--- src/hdl/salc_pkg.sv ---
// Shared types, codes and defaults for the set-associative LRU cache tracker.
package salc_pkg;

    localparam int MAX_SET_BITS_DEF = 6;
    localparam int MAX_WAYS_DEF     = 8;
    localparam int STAMP_BITS_DEF   = 32;

    localparam int ADDR_W   = 64;
    localparam int COUNT_W  = 32;
    localparam int SHIFT_W  = 4;
    localparam int OPCODE_W = 2;

    localparam int CFG_INDEX_W = 2;
    localparam int CFG_DATA_W  = 6;

    localparam logic [OPCODE_W-1:0] OP_LOAD    = 2'd0;
    localparam logic [OPCODE_W-1:0] OP_STORE   = 2'd1;
    localparam logic [OPCODE_W-1:0] OP_MODIFY  = 2'd2;
    localparam logic [OPCODE_W-1:0] OP_INVALID = 2'd3;

    localparam logic [CFG_INDEX_W-1:0] CFG_SET_BITS   = 2'd0;
    localparam logic [CFG_INDEX_W-1:0] CFG_BLOCK_BITS = 2'd1;
    localparam logic [CFG_INDEX_W-1:0] CFG_WAYS_USED  = 2'd2;

    localparam logic [2:0] SET_BITS_RST   = 3'd4;
    localparam logic [5:0] BLOCK_BITS_RST = 6'd4;
    localparam logic [3:0] WAYS_USED_RST  = 4'd1;

    typedef struct packed {
        logic [OPCODE_W-1:0] opcode;
        logic [ADDR_W-1:0]   address;
    } access_t;

    typedef struct packed {
        logic               was_hit;
        logic               was_miss;
        logic               was_eviction;
        logic [COUNT_W-1:0] hit_count;
        logic [COUNT_W-1:0] miss_count;
        logic [COUNT_W-1:0] eviction_count;
    } result_t;

    typedef struct packed {
        logic clear;
        logic accept;
        logic update;
    } ctrl_cmd_t;

    typedef struct packed {
        logic clear_last;
        logic out_free;
    } dp_status_t;

endpackage

--- src/hdl/salc_ctrl.sv ---
// Controller state machine: clearing pass, access acceptance and set update.
module salc_ctrl (
    input  logic                  clk,
    input  logic                  rst_n,
    input  logic                  req_valid,
    output logic                  req_ready,
    input  salc_pkg::dp_status_t  status,
    output salc_pkg::ctrl_cmd_t   cmd
);

    localparam logic [1:0] ST_CLEAR  = 2'd0;
    localparam logic [1:0] ST_IDLE   = 2'd1;
    localparam logic [1:0] ST_UPDATE = 2'd2;

    logic [1:0] state_reg;
    logic [1:0] state_next;

    always_comb
    begin
        state_next = state_reg;
        cmd        = '0;
        req_ready  = 1'b0;
        case (state_reg)
            ST_CLEAR:
            begin
                cmd.clear = 1'b1;
                if (status.clear_last)
                begin
                    state_next = ST_IDLE;
                end
            end
            ST_IDLE:
            begin
                req_ready  = 1'b1;
                cmd.accept = req_valid;
                if (req_valid)
                begin
                    state_next = ST_UPDATE;
                end
            end
            ST_UPDATE:
            begin
                if (status.out_free)
                begin
                    cmd.update = 1'b1;
                    state_next = ST_IDLE;
                end
            end
            default:
            begin
                state_next = ST_CLEAR;
            end
        endcase
    end

    always_ff @(posedge clk or negedge rst_n)
    begin
        if (!rst_n)
        begin
            state_reg <= ST_CLEAR;
        end
        else
        begin
            state_reg <= state_next;
        end
    end

endmodule

--- config.mk ---
export PLATFORM = sky130hd
export DESIGN_NAME = salc_ctrl
export DESIGN_NICKNAME = d
export VERILOG_FILES = /design/src/hdl/salc_pkg.sv /design/src/hdl/salc_ctrl.sv
export SDC_FILE = /design/constraint.sdc
export NUM_CORES = 1
export LEC_CHECK = 0
export ABC_AREA = 1
export BUFFER_PORTS_ARGS = -buffer_cell sky130_fd_sc_hd__buf_2
export CAP_MARGIN = 40
export CORE_AREA = 2 2 39 41
export DETAILED_ROUTE_END_ITERATION = 10
export DIE_AREA = 0 0 41 43
export PLACE_DENSITY = 0.34
export SKIP_CTS_REPAIR_TIMING = 1
export SLEW_MARGIN = 20
export SYNTH_ARGS = -nofsm -noshare
export SYNTH_HDL_FRONTEND = slang
export SYNTH_SLANG_ARGS = --single-unit
--- constraint.sdc ---
create_clock -name clk -period 0.8 [get_ports clk]
set_input_delay 0.08 -clock clk [delete_from_list [all_inputs] [get_ports clk]]
set_output_delay 0.08 -clock clk [all_outputs]
set_load 0.005 [all_outputs]
### Yosys cells after proc, flatten, opt, wreduce, memory -nomap -nowiden

Index checks and enable logic that the tools add are counted.

* eq/ne operators: 5
* muxes and demuxes: 9
* reductions and logical operators: 2

Operators by type and width (number)
* 2-bit 2-to-1 mux: 3
* 2-bit != test, second input constant: 3
* 2-bit case mux with 3 select lines: 1
* 1-bit 2-to-1 mux: 5
* 3-bit AND reduction: 1
* 2-bit by 1-bit equality test with 1-bit output, second input constant: 1
* 2-bit equality test, second input constant: 1
* 2-bit zero test: 1

* register bits after elaboration: 2
* output and inout port bits: 4
* logic and storage cells: 17
* bits of input ports: 5

### Logic depth before layout (Yosys ltp)

Gate-level depths: netlist (run 1).

* word-level depth: 3
* mapped depth: 4
* mapped depth without buffers: 4

### Least setup slack after synthesis (run 1)

No wires, ideal clock.

* kind: register to register
* from: register state_reg[0]
* to: register state_reg[0]
* setup slack: -0.007 ns
* buffers on the path: 0
* clock period less this slack: 0.807 ns
* data required time: 0.681 ns
* library setup time: 0.119 ns
* cell stages (with the launch flop): 5
* arrival: 0.688 ns
* path through: dfrtp_1 nor2_1 nand2_1 nand2_1 nor2_1

* longest elaborated chain between the ends: 3

Ends and longest elaborated chain
* start, declared: RTL line salc_ctrl.sv:15 `logic [1:0] state_reg;`
* start signal, assigned: RTL line salc_ctrl.sv:64 `state_reg <= state_next;`
* 2-bit equality test (tied with other cells): RTL line salc_ctrl.sv:23 `case (state_reg)`
* 2-bit != test (no source line)
* 3-bit AND reduction (no source line)

Parallel ways exist; a longest one is shown, timed or not.
A chain may end at the register's enable or synchronous reset.

==> impl_metrics.toml, run 1 <==
[run_status]
status = "complete, but fails checks"
violations = "negative setup slack"

[drt]
antenna_violating_nets_post_route = 0
pre_antenna_drt_iters = 2
drc_errors = 0
detailedRoute.firstIterationViolations = 1
post_drt_wl_per_cell_um = 6.54
finalWirelength_um = 314
route.vias.total = 151
dr_vias_cell = 3.15

[cells_and_area]
nets = 39
fillerInstances = 170
final_core_util_pct = 17.3
antenna_diode_instance_count = 0
largest_reg_flops = 2
syn2layout_area_growth_pct = 108
layout-drive-gt1-share_pct = 56.3

[logic_synthesis]
ys_seq_area_share_pct = 43.5
post_synth_instance_area_um2 = 115
syn-instance-count = 18
synth_warnings = 0
ys_ff_latch = 2
yosysTopAreaCell = "sky130_fd_sc_hd__dfrtp_1"
ys_types = 8
synth.area.top_cells = "sky130_fd_sc_hd__dfrtp_1 (43%), sky130_fd_sc_hd__inv_1 (20%), sky130_fd_sc_hd__nand2_1 (9.8%)"
avgSynthCellArea_um2 = 6.40
synth_fp_nets = 23
yosys.area.top_type_share_pct = 43.5

[power_and_ir_drop]
totalPowerFinal_uw = 853
power.ir.vdd_worst_mv = 0.734
power_per_cell_area_nw_per_um2 = 3570
cell_internal_pwr_uw = 540
power.static_leakage_nw = 0.139
p_switching_uw = 313
pwr-share-clk_pct = 25.7
power_switching_share_pct = 36.7
share_comb_of_total_power_pct = 48.4
relative_contribution_of_sequential_cells_to_total_power_pct = 25.9

[sta]
clock-skew-final_ns = 0.00408
clock_period_minus_worst_slack_ns = 1.01
max_freq_mhz = 990
rsz0062_at_grt = "true"
final-hold-violation-count = 0
slew_viol_final = 0
worstMarginPinSlew_ns = 0.130
post-route-worst-setup-slack_ns = -0.210
final-setup-viol-count = 6
layout_worst_path_cycle_share_pct = 126
maxSlewHeadroom_pct = 91.3
final.setup.tns_ns = -0.873

[setup_path]
worstPathArrival_ns = 0.93
endpoint_kind = "primary output"
crit_path_category = "register to primary output"
worst_ep_required_time_ns = 0.72
timing.critical_path.from_type = "register"
critical_path_peak_fanout = 2

[place]
place_hpwl_um = 256
placer_congestion = 0.669
numPortBuffers = 8

[floorplanning]
floorplan.die.height_um = 43
die_w_um = 41
ios = 9
start_util_pct = 8.32
design.core.area_um2 = 1380
die-area_um2 = 1760
rows = 14

[clocking]
h-tree-depth = 1
tritoncts.num_buffers = 3
clock_tree.buffer_depth = 2
cts_root_buf = "sky130_fd_sc_hd__clkbuf_4"
clk_pin_slew_ns = 0.03
tritoncts = "built"
worst_skew_pair.late_latency_ns = 0.22
cts_sinks = 2

[global_route]
overflow = 0
pin_count_of_the_biggest_net_entering_global_routing = 5
grt_first_pass_wirelength_um = 503
global_route.usage.total_pct = 4.42
vias_in_the_first_global_route = 150
grt_antenna_before_repair = 0

[run]
max_cap_violations = 0

[worst_hold_path]
min_path_type = "input port to register"
==> per-stage QoR <==
step | setup WS, ns | cell area [um2] | hold WS [ns] | std cells
after floorplan | 0.0179 | 118 | -0.216 | 18
after global placement | -0.0381 | 178 | -0.132 | 42
after detailed placement | -0.0588 | 178 | -0.134 | 42
after CTS | -0.301 | 200 | -0.375 | 45
after global routing | -0.250 | 239 | 0.176 | 48
final | -0.210 | 239 | 0.159 | 48
==> metal layers <==
layer / global-route usage, % / routed length (um) / vias to the layer above
met5: 0 / 0 / -
met4: 4.00 / 0 / 0
met3: 1.57 / 12 / 0
met2: 5.94 / 174 / 3
met1: 5.16 / 127 / 66
li1: - / - / 82
==> cell usage after synthesis (all sizes together) <==
library cell / count
nand3: 1
nor2: 3
o21ai: 1
inv: 6
nor3: 1
dfrtp: 2
a21oi: 1
nand2: 3
==> layout by cell type (no fill, tap or decap) <==
master	synthesis	routed
sky130_fd_sc_hd__dfrtp_1	2	1
sky130_fd_sc_hd__dlygate4sd3_1	0	1
sky130_fd_sc_hd__clkbuf_4	0	3
sky130_fd_sc_hd__buf_4	0	2
sky130_fd_sc_hd__o21ai_1	0	1
sky130_fd_sc_hd__buf_2	0	8
sky130_fd_sc_hd__inv_2	0	1
sky130_fd_sc_hd__a21oi_1	1	1
sky130_fd_sc_hd__inv_1	6	5
sky130_fd_sc_hd__dfrtp_2	0	1
sky130_fd_sc_hd__nor2_4	0	1
sky130_fd_sc_hd__nor3_2	0	1
sky130_fd_sc_hd__nand2_1	3	2
sky130_fd_sc_hd__nand2_2	0	1
sky130_fd_sc_hd__nor2_1	3	2
sky130_fd_sc_hd__nand3_1	1	1
==> final timing paths <==
kind | endpoint | cells past startpoint | slack [ns] | start
max | cmd[2] | 3 | -0.21 | state_reg[1]
min reg2reg | state_reg[0] | 3 | 0.62 | state_reg[1]
max in group asynchronous | state_reg[0] | 2 | 0.52 | rst_n
min in group asynchronous | state_reg[1] | 2 | 0.17 | rst_n
min | state_reg[1] | 3 | 0.16 | req_valid
max reg2reg | state_reg[0] | 5 | -0.07 | state_reg[1]
==> area by class of cell <==
class	count	area (um2)	area share [%]
Inverter	6	22.5	9.42
Sequential cell	2	51.3	21.5
Tap cell	16	20.0	8.38
Timing Repair Buffer	11	65.1	27.2
Multi-Input combinational cell	10	57.6	24.1
Clock buffer	3	22.5	9.42
==> power by group through the flow <==
stage | combinational, mW | sequential (mW) | clock, mW
2_1_floorplan | 0.171 | 0.194 | 0
3_3_place_gp | 0.291 | 0.210 | 0
3_5_place_dp | 0.292 | 0.209 | 0
4_1_cts | 0.293 | 0.208 | 0.235
5_1_grt | 0.469 | 0.229 | 0.240
6_report | 0.413 | 0.221 | 0.219
==> kinds of logic (layout without fill, tap and decap cells) <==
family	after synthesis	in the layout	share of synthesized area (%)
simple gates	8	8	28.3
buf+inv	6	20	19.6
compound gates	2	2	8.69
flops	2	2	43.5
==> worst max-delay path, stage by stage (launching register included) <==
cell	delay (ns)
sky130_fd_sc_hd__dfrtp_1	0.37
sky130_fd_sc_hd__buf_4	0.15
sky130_fd_sc_hd__nor2_4	0.07
sky130_fd_sc_hd__buf_2	0.11
No activity file was read; power rests on OpenSTA's default activity.
==> run 2, diff against run 1 <==
--- a/config.mk
+++ b/config.mk
@@ -6,8 +6,7 @@
 export NUM_CORES = 1
 export LEC_CHECK = 0
 export ABC_AREA = 1
-export BUFFER_PORTS_ARGS = -buffer_cell sky130_fd_sc_hd__buf_2
-export CAP_MARGIN = 40
+export BUFFER_PORTS_ARGS = -buffer_cell sky130_fd_sc_hd__buf_4
 export CORE_AREA = 2 2 39 41
 export DETAILED_ROUTE_END_ITERATION = 10
 export DIE_AREA = 0 0 41 43
==> impl_metrics.toml, run 2 (synthesis results as in run 1) <==
[cells_and_area]
fin_area_um2 = 246
syn2layout_area_growth_pct = 114
layout-drive-gt1-share_pct = 54.8
layout.cells.most_common = "sky130_fd_sc_hd__buf_4"
antenna_diode_instance_count = 0
final_cell_mix = "sky130_fd_sc_hd__buf_4 (9), sky130_fd_sc_hd__inv_1 (5), sky130_fd_sc_hd__clkbuf_4 (3)"
largest_reg_flops = 2
nets = 38

[drt]
route.vias.total = 147
top_signal_layer_used = "met3"
dr_vias_cell = 3.13
met3_wirelength_um = 19
finalWirelength_um = 327
antenna_violating_nets_post_route = 0
routedLengthMet1_um = 115
detailedRoute.firstIterationViolations = 1
dr_wl_met2_um = 192
pre_antenna_drt_iters = 2
post_drt_wl_per_cell_um = 6.96
drc_errors = 0

[clocking]
cts_sinks = 2
clk_pin_slew_ns = 0.03
tritoncts.num_buffers = 3
tritoncts = "built"
h-tree-depth = 1
cts_root_buf = "sky130_fd_sc_hd__clkbuf_4"
worst_skew_pair.late_latency_ns = 0.23
clock_tree.buffer_depth = 2

[global_route]
grt_antenna_before_repair = 0
overflow = 0
vias_in_the_first_global_route = 175
global_route.usage.total_pct = 5.42
grt_first_pass_wirelength_um = 593
pin_count_of_the_biggest_net_entering_global_routing = 5

[sta]
final-setup-viol-count = 5
worstMarginPinSlew_ns = 0.149
clock_period_minus_worst_slack_ns = 1.05
post-route-worst-setup-slack_ns = -0.247
layout_worst_path_cycle_share_pct = 131
maxSlewHeadroom_pct = 90.0
clock-skew-final_ns = 0.00590
slew_viol_final = 0
final-hold-violation-count = 0
max_freq_mhz = 955
rsz0062_at_grt = "true"

[place]
numPortBuffers = 8
cell_area_after_placement_um2 = 198
placer_congestion = 0.660
place_ws_ns = -0.0577
place_hpwl_um = 260

[floorplanning]
rows = 14
die-area_um2 = 1760
design.core.area_um2 = 1380
start_util_pct = 8.32
die_w_um = 41
ios = 9
floorplan.die.height_um = 43

[power_and_ir_drop]
cell_internal_pwr_uw = 540
power.ir.vdd_worst_mv = 0.933
pwr-share-clk_pct = 27.0
p_switching_uw = 300
share_comb_of_total_power_pct = 46.5
power_switching_share_pct = 35.7
power_per_cell_area_nw_per_um2 = 3400
totalPowerFinal_uw = 839
relative_contribution_of_sequential_cells_to_total_power_pct = 26.5
power.static_leakage_nw = 0.139

[setup_path]
ff2ff_path_depth = 4
endpoint_kind = "primary output"
worst_ep_required_time_ns = 0.72
crit_path_category = "register to primary output"
r2r_slack_ns = -0.07
worstPathArrival_ns = 0.97
timing.rr.end = "state_reg[0]"
r2r_start = "state_reg[1]"
timing.critical_path.from_type = "register"
critical_path_peak_fanout = 3

[worst_hold_path]
min_path_type = "input port to async pin"

[run_status]
status = "complete, but fails checks"
violations = "negative setup slack"

[run]
max_cap_violations = 0
[run 2: cell types whose count changed in the layout (fill, tap and decap cells not counted), sizes merged]
| cell | before | now |
|---|---|---|
| buf | 10 | 9 |
[run 2: metrics by stage]
stage / setup TNS [ns] / util, % / hold slack, ns / std cells
6_report: -0.928 / 17.8 / 0.167 / 47
4_1_cts: -1.09 / 15.9 / -0.379 / 45
3_5_place_dp: -0.160 / 14.3 / -0.137 / 42
5_1_grt: -1.24 / 17.8 / 0.182 / 47
2_1_floorplan: 0 / - / -0.216 / 18
3_3_place_gp: -0.0792 / 14.3 / -0.136 / 42
[run 2: how the worst max path moves through the flow]
stage,startpoint,to,slack (ns)
finish,state_reg[1],cmd[1],-0.25
global route,state_reg[1],cmd[1],-0.30
detailed placement,state_reg[1],cmd[0],-0.06
global placement,state_reg[1],cmd[0],-0.04
CTS,state_reg[1],cmd[0],-0.30
floorplan,state_reg[0],state_reg[0],0.02
[run 2: per-layer routing]
| metal | vias up | track usage, % |
|---|---|---|
| li1 | 78 | - |
| met1 | 66 | 4.18 |
| met2 | 3 | 8.13 |
| met3 | 0 | 4.71 |
| met4 | 0 | 4.00 |
| met5 | - | 0 |
[run 2: area by class of cell]
cell class,count,area [um2]
well taps,16,20.0
multi-input cells,10,52.6
inverters,6,22.5
flip-flops and latches,2,51.3
repair buffers,10,77.6
clock buffers,3,22.5
fillers,164,1140
[run 2: power by group through the flow]
stage	clock [mW]	combinational (mW)	sequential, mW
finish	0.226	0.390	0.222
global route	0.249	0.437	0.231
CTS	0.240	0.349	0.206
detailed placement	0	0.349	0.207
global placement	0	0.342	0.199
floorplan	0	0.171	0.194
[run 2: critical path: stages, from the launching register on]
cell                      delay [ns]
sky130_fd_sc_hd__dfrtp_1        0.40
sky130_fd_sc_hd__inv_2          0.09
sky130_fd_sc_hd__nand2_2        0.06
sky130_fd_sc_hd__nor2_1         0.08
sky130_fd_sc_hd__buf_4          0.11
